### src/rtl/cllm_pkg.sv
// shared types and constants for the cursor linked list manager
// no dependencies
package cllm_pkg;

  localparam int NODES_DEF    = 16;
  localparam int KEY_BITS_DEF = 64;
  localparam int POS_W        = 5;
  localparam int KEY_W        = 64;
  localparam int FUNC_W       = 2;

  localparam logic [FUNC_W-1:0] FUNC_INSERT = 2'd0;
  localparam logic [FUNC_W-1:0] FUNC_DELETE = 2'd1;
  localparam logic [FUNC_W-1:0] FUNC_SEARCH = 2'd2;

  typedef enum logic [1:0] {
    ST_OK        = 2'd0,
    ST_FULL      = 2'd1,
    ST_BAD_POS   = 2'd2,
    ST_NOT_FOUND = 2'd3
  } status_t;

  typedef enum logic [3:0] {
    S_IDLE,
    S_DISPATCH,
    S_INS_FREE,
    S_INS_WALK,
    S_INS_LINK,
    S_DEL_HEAD,
    S_DEL_WALK,
    S_DEL_NEXT,
    S_DEL_FREE,
    S_SRCH,
    S_RESULT
  } state_t;

  typedef struct packed {
    logic link_we;
    logic key_we;
  } mem_wr_t;

endpackage

### src/rtl/cursor_linked_list_manager_unit.sv
// Cursor linked list manager: array-backed singly linked list with a free
// chain of NODES entries. Each request on the input channel (func,
// position, key) inserts a key at a 1-based position, deletes the entry at
// a position, or searches for a key. One result per request leaves on the
// output channel (status, found_position, entry_count).
// Both channels use valid/ready; a request is taken when in_valid and
// in_ready are high at a clock edge, a result when out_valid and out_ready
// are high.
// The link memory's single read port walks one link per cycle, and one
// request is worked at a time; the next request is taken once the current
// result has moved into the output register.
// Reset (rst, synchronous) empties the list and restores the free chain
// through all entries at once; no clearing pass is needed.
// When the receiver stalls, the result holds in the output register, the
// sequencer holds its next result, and in_ready stays low meanwhile.
// uses cllm_pkg, cllm_seq, cllm_store, cllm_step
module cursor_linked_list_manager_unit #(
  parameter int NODES    = cllm_pkg::NODES_DEF,
  parameter int KEY_BITS = cllm_pkg::KEY_BITS_DEF
) (
  input  logic                        clk,
  input  logic                        rst,
  input  logic                        in_valid,
  output logic                        in_ready,
  input  logic [cllm_pkg::FUNC_W-1:0] func,
  input  logic [cllm_pkg::POS_W-1:0]  position,
  input  logic [cllm_pkg::KEY_W-1:0]  key,
  output logic                        out_valid,
  input  logic                        out_ready,
  output logic [1:0]                  status,
  output logic [cllm_pkg::POS_W-1:0]  found_position,
  output logic [cllm_pkg::POS_W-1:0]  entry_count
);

  localparam int IW = $clog2(NODES + 1);
  localparam int AW = $clog2(NODES);

  logic                       res_valid;
  logic                       res_ready;
  cllm_pkg::status_t          res_status;
  logic [cllm_pkg::POS_W-1:0] res_found;
  logic [cllm_pkg::POS_W-1:0] res_count;
  logic [AW-1:0]              rd_addr;
  logic [IW-1:0]              link_rd;
  logic [KEY_BITS-1:0]        key_rd;
  cllm_pkg::mem_wr_t          mem_wr;
  logic [AW-1:0]              link_wa;
  logic [IW-1:0]              link_wd;
  logic [AW-1:0]              key_wa;
  logic [KEY_BITS-1:0]        key_wd;
  cllm_pkg::status_t          out_status;

  cllm_store #(
    .NODES    (NODES),
    .KEY_BITS (KEY_BITS)
  ) u_store (
    .clk     (clk),
    .rst     (rst),
    .rd_addr (rd_addr),
    .link_rd (link_rd),
    .key_rd  (key_rd),
    .mem_wr  (mem_wr),
    .link_wa (link_wa),
    .link_wd (link_wd),
    .key_wa  (key_wa),
    .key_wd  (key_wd)
  );

  cllm_seq #(
    .NODES    (NODES),
    .KEY_BITS (KEY_BITS)
  ) u_seq (
    .clk        (clk),
    .rst        (rst),
    .in_valid   (in_valid),
    .in_ready   (in_ready),
    .func       (func),
    .position   (position),
    .key        (key),
    .res_valid  (res_valid),
    .res_ready  (res_ready),
    .res_status (res_status),
    .res_found  (res_found),
    .res_count  (res_count),
    .rd_addr    (rd_addr),
    .link_rd    (link_rd),
    .key_rd     (key_rd),
    .mem_wr     (mem_wr),
    .link_wa    (link_wa),
    .link_wd    (link_wd),
    .key_wa     (key_wa),
    .key_wd     (key_wd)
  );

  assign res_ready = !out_valid || out_ready;

  always_ff @(posedge clk) begin
    if (rst) begin
      out_valid <= 1'b0;
    end else if (res_valid && res_ready) begin
      out_valid <= 1'b1;
    end else if (out_ready) begin
      out_valid <= 1'b0;
    end
  end

  always_ff @(posedge clk) begin
    if (res_valid && res_ready) begin
      out_status     <= res_status;
      found_position <= res_found;
      entry_count    <= res_count;
    end
  end

  assign status = out_status;

endmodule

### src/rtl/cllm_step.sv
// shared walk unit: sanitized link follow and key compare for one entry
// depends on nothing but its parameters
module cllm_step #(
  parameter int NODES    = 16,
  parameter int KEY_BITS = 64,
  localparam int IW      = $clog2(NODES + 1)
) (
  input  logic [IW-1:0]       last_idx,
  input  logic [IW-1:0]       link_rd,
  input  logic [KEY_BITS-1:0] key_rd,
  input  logic [KEY_BITS-1:0] key_ref,
  output logic [IW-1:0]       follow,
  output logic                key_hit
);

  localparam logic [IW-1:0] NIL = IW'(NODES);

  always_comb begin
    if (last_idx >= NIL) begin
      follow = NIL;
    end else if (link_rd < NIL) begin
      follow = link_rd;
    end else begin
      follow = NIL;
    end
  end

  assign key_hit = (key_rd == key_ref);

endmodule

### src/rtl/cllm_store.sv
// key and link memories with registered reads; link entries not yet
// written read as the initial free chain. uses cllm_pkg
module cllm_store #(
  parameter int NODES    = 16,
  parameter int KEY_BITS = 64,
  localparam int IW      = $clog2(NODES + 1),
  localparam int AW      = $clog2(NODES)
) (
  input  logic                clk,
  input  logic                rst,
  input  logic [AW-1:0]       rd_addr,
  output logic [IW-1:0]       link_rd,
  output logic [KEY_BITS-1:0] key_rd,
  input  cllm_pkg::mem_wr_t   mem_wr,
  input  logic [AW-1:0]       link_wa,
  input  logic [IW-1:0]       link_wd,
  input  logic [AW-1:0]       key_wa,
  input  logic [KEY_BITS-1:0] key_wd
);

  logic [KEY_BITS-1:0] key_mem [NODES];
  logic [IW-1:0]       link_mem [NODES];
  logic [NODES-1:0]    vld;
  logic [IW-1:0]       link_q;
  logic                vld_q;
  logic [AW-1:0]       addr_q;

  always_ff @(posedge clk) begin
    if (mem_wr.key_we) begin
      key_mem[key_wa] <= key_wd;
    end
    key_rd <= key_mem[rd_addr];
  end

  always_ff @(posedge clk) begin
    if (mem_wr.link_we) begin
      link_mem[link_wa] <= link_wd;
    end
    link_q <= link_mem[rd_addr];
    addr_q <= rd_addr;
  end

  always_ff @(posedge clk) begin
    if (rst) begin
      vld   <= '0;
      vld_q <= 1'b0;
    end else begin
      vld_q <= vld[rd_addr];
      if (mem_wr.link_we) begin
        vld[link_wa] <= 1'b1;
      end
    end
  end

  // unwritten entry links to the next index
  assign link_rd = vld_q ? link_q : (IW'(addr_q) + IW'(1));

endmodule

### src/rtl/cllm_seq.sv
// sequencer for insert, delete and search; walks one link per cycle
// through the shared step unit. uses cllm_pkg and cllm_step
module cllm_seq #(
  parameter int NODES    = 16,
  parameter int KEY_BITS = 64,
  localparam int IW      = $clog2(NODES + 1),
  localparam int AW      = $clog2(NODES)
) (
  input  logic                        clk,
  input  logic                        rst,
  input  logic                        in_valid,
  output logic                        in_ready,
  input  logic [cllm_pkg::FUNC_W-1:0] func,
  input  logic [cllm_pkg::POS_W-1:0]  position,
  input  logic [cllm_pkg::KEY_W-1:0]  key,
  output logic                        res_valid,
  input  logic                        res_ready,
  output cllm_pkg::status_t           res_status,
  output logic [cllm_pkg::POS_W-1:0]  res_found,
  output logic [cllm_pkg::POS_W-1:0]  res_count,
  output logic [AW-1:0]               rd_addr,
  input  logic [IW-1:0]               link_rd,
  input  logic [KEY_BITS-1:0]         key_rd,
  output cllm_pkg::mem_wr_t           mem_wr,
  output logic [AW-1:0]               link_wa,
  output logic [IW-1:0]               link_wd,
  output logic [AW-1:0]               key_wa,
  output logic [KEY_BITS-1:0]         key_wd
);

  localparam int CW = $clog2(NODES + 2);
  localparam int PW = ((IW > cllm_pkg::POS_W) ? IW : cllm_pkg::POS_W) + 1;
  localparam logic [IW-1:0] NIL = IW'(NODES);

  cllm_pkg::state_t state, state_next;
  cllm_pkg::status_t status_r, status_next;

  logic [cllm_pkg::FUNC_W-1:0] func_r;
  logic [cllm_pkg::POS_W-1:0]  pos_r;
  logic [KEY_BITS-1:0]         key_r;
  logic [IW-1:0] head, head_next;
  logic [IW-1:0] free_head, free_head_next;
  logic [IW-1:0] len, len_next;
  logic [IW-1:0] cur, cur_next;
  logic [IW-1:0] prev, prev_next;
  logic [IW-1:0] node, node_next;
  logic [CW-1:0] cnt, cnt_next;
  logic [CW-1:0] found, found_next;
  logic [IW-1:0] follow;
  logic          key_hit;
  logic [PW-1:0] pos_x, len_x;
  logic          ins_bad, del_bad, full, pos_one;

  cllm_step #(
    .NODES    (NODES),
    .KEY_BITS (KEY_BITS)
  ) u_step (
    .last_idx (cur),
    .link_rd  (link_rd),
    .key_rd   (key_rd),
    .key_ref  (key_r),
    .follow   (follow),
    .key_hit  (key_hit)
  );

  assign pos_x   = PW'(pos_r);
  assign len_x   = PW'(len);
  assign ins_bad = (pos_x == '0) || (pos_x > len_x + PW'(1));
  assign del_bad = (pos_x == '0) || (pos_x > len_x);
  assign full    = (free_head >= NIL) || (len >= NIL);
  assign pos_one = (pos_x == PW'(1));

  always_ff @(posedge clk) begin
    if (rst) begin
      state     <= cllm_pkg::S_IDLE;
      head      <= NIL;
      free_head <= '0;
      len       <= '0;
    end else begin
      state     <= state_next;
      head      <= head_next;
      free_head <= free_head_next;
      len       <= len_next;
    end
  end

  always_ff @(posedge clk) begin
    if (in_valid && in_ready) begin
      func_r <= func;
      pos_r  <= position;
      key_r  <= key[KEY_BITS-1:0];
    end
    cur      <= cur_next;
    prev     <= prev_next;
    node     <= node_next;
    cnt      <= cnt_next;
    found    <= found_next;
    status_r <= status_next;
  end

  always_comb begin
    state_next     = state;
    head_next      = head;
    free_head_next = free_head;
    len_next       = len;
    prev_next      = prev;
    node_next      = node;
    cnt_next       = cnt;
    found_next     = found;
    status_next    = status_r;
    cur_next       = cur;
    in_ready       = 1'b0;
    res_valid      = 1'b0;
    mem_wr         = '0;
    link_wa        = prev[AW-1:0];
    link_wd        = node;
    key_wa         = node[AW-1:0];
    key_wd         = key_r;
    unique case (state)
      cllm_pkg::S_IDLE: begin
        in_ready = 1'b1;
        if (in_valid) begin
          state_next = cllm_pkg::S_DISPATCH;
        end
      end
      cllm_pkg::S_DISPATCH: begin
        found_next  = '0;
        status_next = cllm_pkg::ST_OK;
        unique case (func_r)
          cllm_pkg::FUNC_INSERT: begin
            if (ins_bad) begin
              status_next = cllm_pkg::ST_BAD_POS;
              state_next  = cllm_pkg::S_RESULT;
            end else if (full) begin
              status_next = cllm_pkg::ST_FULL;
              state_next  = cllm_pkg::S_RESULT;
            end else begin
              node_next  = free_head;
              cur_next   = free_head;
              state_next = cllm_pkg::S_INS_FREE;
            end
          end
          cllm_pkg::FUNC_DELETE: begin
            if (del_bad) begin
              status_next = cllm_pkg::ST_BAD_POS;
              state_next  = cllm_pkg::S_RESULT;
            end else if (pos_one) begin
              node_next  = head;
              cur_next   = head;
              state_next = cllm_pkg::S_DEL_HEAD;
            end else begin
              cur_next   = head;
              cnt_next   = CW'(pos_x - PW'(2));
              state_next = cllm_pkg::S_DEL_WALK;
            end
          end
          cllm_pkg::FUNC_SEARCH: begin
            cur_next   = head;
            cnt_next   = CW'(1);
            state_next = cllm_pkg::S_SRCH;
          end
          default: begin
            state_next = cllm_pkg::S_RESULT;
          end
        endcase
      end
      cllm_pkg::S_INS_FREE: begin
        free_head_next = follow;
        mem_wr.key_we  = 1'b1;
        if (pos_one) begin
          mem_wr.link_we = 1'b1;
          link_wa        = node[AW-1:0];
          link_wd        = head;
          head_next      = node;
          len_next       = len + IW'(1);
          state_next     = cllm_pkg::S_RESULT;
        end else begin
          cur_next   = head;
          cnt_next   = CW'(pos_x - PW'(2));
          state_next = cllm_pkg::S_INS_WALK;
        end
      end
      cllm_pkg::S_INS_WALK: begin
        if (cnt == '0) begin
          prev_next      = cur;
          mem_wr.link_we = 1'b1;
          link_wa        = node[AW-1:0];
          link_wd        = follow;
          state_next     = cllm_pkg::S_INS_LINK;
        end else begin
          cur_next = follow;
          cnt_next = cnt - CW'(1);
        end
      end
      cllm_pkg::S_INS_LINK: begin
        mem_wr.link_we = (prev < NIL);
        len_next       = len + IW'(1);
        state_next     = cllm_pkg::S_RESULT;
      end
      cllm_pkg::S_DEL_HEAD: begin
        head_next = follow;
        if (node < NIL) begin
          mem_wr.link_we = 1'b1;
          link_wa        = node[AW-1:0];
          link_wd        = free_head;
          free_head_next = node;
        end
        len_next   = len - IW'(1);
        state_next = cllm_pkg::S_RESULT;
      end
      cllm_pkg::S_DEL_WALK: begin
        if (cnt == '0) begin
          prev_next  = cur;
          node_next  = follow;
          cur_next   = follow;
          state_next = cllm_pkg::S_DEL_NEXT;
        end else begin
          cur_next = follow;
          cnt_next = cnt - CW'(1);
        end
      end
      cllm_pkg::S_DEL_NEXT: begin
        mem_wr.link_we = (prev < NIL);
        link_wd        = follow;
        state_next     = cllm_pkg::S_DEL_FREE;
      end
      cllm_pkg::S_DEL_FREE: begin
        if (node < NIL) begin
          mem_wr.link_we = 1'b1;
          link_wa        = node[AW-1:0];
          link_wd        = free_head;
          free_head_next = node;
        end
        len_next   = len - IW'(1);
        state_next = cllm_pkg::S_RESULT;
      end
      cllm_pkg::S_SRCH: begin
        if ((cur >= NIL) || (cnt > CW'(len))) begin
          status_next = cllm_pkg::ST_NOT_FOUND;
          state_next  = cllm_pkg::S_RESULT;
        end else if (key_hit) begin
          found_next = cnt;
          state_next = cllm_pkg::S_RESULT;
        end else begin
          cur_next = follow;
          cnt_next = cnt + CW'(1);
        end
      end
      cllm_pkg::S_RESULT: begin
        res_valid = 1'b1;
        if (res_ready) begin
          state_next = cllm_pkg::S_IDLE;
        end
      end
      default: begin
        state_next = cllm_pkg::S_IDLE;
      end
    endcase
  end

  assign rd_addr    = cur_next[AW-1:0];
  assign res_status = status_r;
  assign res_found  = cllm_pkg::POS_W'(found);
  assign res_count  = cllm_pkg::POS_W'(len);

  a_len_bound: assert property (@(posedge clk) disable iff (rst)
    len <= NIL)
    else $error("list length above store depth");

  a_free_empty_full: assert property (@(posedge clk) disable iff (rst)
    (state == cllm_pkg::S_IDLE) |-> ((free_head >= NIL) == (len == NIL)))
    else $error("free chain and list length disagree");

  a_head_empty: assert property (@(posedge clk) disable iff (rst)
    (state == cllm_pkg::S_IDLE) |-> ((head >= NIL) == (len == '0)))
    else $error("head link and list length disagree");

  a_key_write_node: assert property (@(posedge clk) disable iff (rst)
    mem_wr.key_we |-> (node < NIL))
    else $error("key write to null entry");

endmodule

### config.mk
export PLATFORM = sky130hd
export DESIGN_NAME = cursor_linked_list_manager_unit
export DESIGN_NICKNAME = d
export VERILOG_FILES = /design/src/rtl/cllm_pkg.sv /design/src/rtl/cursor_linked_list_manager_unit.sv /design/src/rtl/cllm_step.sv /design/src/rtl/cllm_store.sv /design/src/rtl/cllm_seq.sv
export SDC_FILE = /design/constraint.sdc
export NUM_CORES = 2
export LEC_CHECK = 0
export ABC_AREA = 1
export BUFFER_PORTS_ARGS = -buffer_cell sky130_fd_sc_hd__buf_4
export CAP_MARGIN = 20
export CORE_UTILIZATION = 25
export DETAILED_ROUTE_END_ITERATION = 8
export PLACE_DENSITY_LB_ADDON = 0.25
export RECOVER_POWER = 25
export SETUP_SLACK_MARGIN = 0.05
export SKIP_CTS_REPAIR_TIMING = 1
export SLEW_MARGIN = 20
export SYNTH_ARGS = -nofsm -noshare
export SYNTH_HDL_FRONTEND = slang
export SYNTH_SLANG_ARGS = --single-unit
### constraint.sdc
create_clock -name clk -period 5.5 [get_ports clk]
set_input_delay 0.55 -clock clk [delete_from_list [all_inputs] [get_ports clk]]
set_output_delay 0.55 -clock clk [all_outputs]
set_load 0.01 [all_outputs]
==> reports/qor.yml <==
outcome:
  status: "finished clean"
pwr:
  power_switching_mw: 16.1
  p_total_mw: 39.3
  p_sw_frac: 0.411
  p_clk_frac: 0.245
  p_comb_frac: 0.414
  p_int_mw: 23.1
  seqPwrFrac: 0.341
  p_leak_nw: 23.0
  peakVddDrop_uv: 851
  pwr_density_cell_nw_per_um2: 613
setup_path:
  endpoint_kind: "register"
  crit_top_cell: "nand2_1"
  regToRegSetupSlack_ns: 1.04
  rr_worst_depth: 17
  slowest_delay_ns: 0.79
  timing.rr.start: "u_seq.key_wd[28]"
  start_kind: "register"
  r2r_end: "u_store.key_rd[60]"
  path_cells: "nand2_1, inv_1, nor2_1, nor2_1, nand2_1, nor2_1, nand2_1, nor2_1, nand2_1, nand2_1, nand3_1, a22oi_1, nand4_1, inv_4, buf_4, nand3_1, nand2_1"
  critical_path_peak_fanout: 27
  critPathArrivalTime_ns: 5.16
  crit_slowest_cell: "edfxtp_1"
  criticalPathCategory: "reg -> reg"
  required_ns: 6.20
cells_and_area:
  final_area_sq_um: 64100
  area_growth_pct: 17.6
  num-nets-final: 4728
  layout-drive-gt1-share: 0.0856
  final_util: 0.297
  stdcell_count: 7584
grt:
  gr-usage-met1: 0.187
  grt_max_degree: 166
  grtUsageTotal: 0.134
  overflow: 0
  grt_pass1_vias: 32506
  grt_pass1_wl_microns: 221000
  use_met3: 0.0198
  antenna_found_initial: 7
  busiest_layer: "met2"
  met2_usage: 0.218
cts:
  root_buffer: "clkbuf_16"
  cts_buffers: 144
  clk_pin_slew_ns: 0.06
  cts_sinks: 1320
  cts_tree: "done"
  clkLatencyLatePin_ns: 0.82
  htreeDepth: 4
  cts_max_path_buffers: 3
routing:
  routed_via_density: 4.45
  drc: 0
  dr.pass1.iters: 5
  ant_nets: 0
  vias: 33771
  wl_per_cell_microns: 19.6
  wl_microns: 148000
  initialDrtViolationCount: 2375
job:
  max-cap-violations: 0
min_path:
  hp-start: "out_ready"
  hold_end: "out_valid"
  min_path_type: "in -> reg"
  hold_depth: 4
timing:
  fin_crit_sh: 0.811
  fin_skew_ns: 0.0867
  slew-limit-headroom: 0.312
  finalHoldViolations: 0
  fin_ws_ns: 1.04
  drv_slew: 0
  setup_viol: 0
  max_slew.worst_pin.slew_ns: 1.02
  fin_crit_ns: 4.46
  rsz0062_at_grt: "false"
  setup-tns-final_ns: 0
  fin_hold_ws_ns: 0.0819
  max_freq_mhz: 224
yosys:
  ys_seq_area_frac: 0.707
  netlist_area_sq_um: 54500
  synthSimpleGateAreaFrac: 0.125
  synth_mux_area_frac: 0
  synthXorXnorAreaFrac: 0.00498
  ys_types: 51
  synth_warnings: 0
  syn_nets: 4585
  synth-compound-area-share: 0.0924
  ys_ff_latch: 1320
  postSynthAreaPerCell_sq_um: 12.2
  synth_top_family_by_area: "simple AND/OR/NAND/NOR gates"
  syn_inst: 4483
  synthAdderAreaFrac: 0.00648
placement:
  dp_hpwl_microns: 74900
  placed_area_sq_um: 58800
  place_ws_ns: 0.989
  routabilityCongestion: 0.825
  place_inst: 7250
  portBuffers: 88
die:
  core_sq_um: 215000
  io_pins: 89
  fp-row-count: 170
  die_x_microns: 469
  die_h_microns: 469
  initial_core_util: 0.253
  fp.dieArea_sq_um: 220000
[power by group through the flow]
stage	Clock, mW	Combinational (mW)	Sequential, mW
CTS	9.87	16.5	13.4
finish	9.62	16.2	13.4
global route	10.3	18.3	13.5
detailed placement	0	16.5	13.6
global placement	0	16.4	13.6
floorplan	0	11.6	13.3
[synthesized netlist by cell type (all sizes together)]
cell type | n | area (sq um)
a211oi | 1 | 7.51
a21boi | 1 | 7.51
a21oi | 39 | 199
a221o | 1 | 10.0
a221oi | 2 | 17.5
a22oi | 6 | 45.0
a31oi | 12 | 75.1
and3 | 1 | 6.26
buf | 179 | 1010
clkbuf | 60 | 225
clkinv | 3 | 11.3
dfxtp | 110 | 2200
edfxtp | 1210 | 36300
fa | 2 | 40.0
ha | 25 | 313
inv | 596 | 2240
nand2 | 681 | 2570
nand3 | 466 | 2360
nand3b | 5 | 37.5
nand4 | 9 | 62.6
nor2 | 214 | 843
nor3 | 5 | 25.0
nor4 | 2 | 12.5
o2111ai | 2 | 17.5
o211ai | 487 | 3660
o21ai | 180 | 905
o21bai | 1 | 7.51
o221ai | 3 | 26.3
o22ai | 7 | 43.8
o32ai | 1 | 8.76
o41ai | 1 | 8.76
or2 | 140 | 876
xnor2 | 2 | 17.5
xor2 | 29 | 254
[worst max-delay path by stage]
stage | slack, ns | cells past startpoint | startpoint | end
after floorplan | 1.03 | 6 | u_seq.state[0] | u_seq.func_r[0]
after global placement | 1.0 | 19 | u_seq.key_wd[43] | u_store.key_rd[43]
after CTS | 0.94 | 17 | u_seq.key_wd[43] | u_store.key_rd[60]
after detailed placement | 0.99 | 17 | u_seq.key_wd[43] | u_store.key_rd[0]
after global routing | 0.66 | 20 | u_seq.key_wd[18] | u_store.key_rd[43]
final | 1.04 | 17 | u_seq.key_wd[28] | u_store.key_rd[60]
[state kept, by name, indices dropped and copies added, names as in the netlist, 4 cells and up]
signal / count
u_seq.free_head: 5
u_seq.cnt: 5
u_seq.res_found: 5
entry_count: 5
u_store.link_mem: 80
u_seq.state: 4
u_seq.head: 5
u_seq.pos_r: 5
u_seq.cur: 5
u_store.key_rd: 64
u_seq.node: 5
u_seq.prev: 5
u_seq.res_count: 5
u_seq.key_wd: 64
found_position: 5
u_store.vld: 16
u_store.link_q: 5
u_store.key_mem: 1024
[routing by layer]
| layer | vias up | routed length, microns | share of wire |
|---|---|---|---|
| met1 | 16758 | 70300 | 0.47 |
| li1 | 16176 | - | - |
| met3 | 201 | 5940 | 0.040 |
| met5 | - | 13 | 0.000088 |
| met2 | 634 | 69300 | 0.47 |
| met4 | 2 | 2840 | 0.019 |
[worst max-delay path, delay by kind of cell, from the launching register on]
family          cells  cell delay (ns)
buf+inv             3             1.01
simple gates       13             2.26
compound gates      1             0.19
flops               1             0.79
[layout make-up]
type | instances | area (sq um)
fill | 21808 | 151000
sequential | 1320 | 38500
multi-input combinational | 2325 | 12600
clock buffer | 191 | 3930
tap | 2838 | 3550
timing repair buffer | 236 | 2310
inverter | 599 | 2260
clock inverter | 72 | 817
antenna | 3 | 7.51
[cell families after synthesis]
| logic type | after synthesis |
|---|---|
| buffers and inverters | 838 |
| AO/OA/AOI/OAI | 744 |
| AND/OR/NAND/NOR | 1523 |
| flip-flops | 1320 |
| adder cells (fa/ha/maj) | 27 |
| XOR/XNOR | 31 |
[placed cells by master (no fill, tap or decap), types with 10 or more instances in the layout]
master         instances
dlygate4sd3_1         68
o211ai_1             487
o21ai_0              141
or2_2                 13
nand2_1              676
edfxtp_1            1210
xor2_1                29
a21oi_1               37
ha_1                  25
clkinv_16             10
clkbuf_16            144
clkinv_1              31
nor2_1               186
clkbuf_8              15
clkinv_2              20
clkbuf_4              44
clkbuf_1              67
or2_1                 19
dfxtp_1              110
a31oi_1               12
o21ai_1               36
buf_4                 49
nor2_4                20
or2_0                108
inv_1                584
buf_12                40
nand3_1              462
Power figures use the tool's default switching activity.
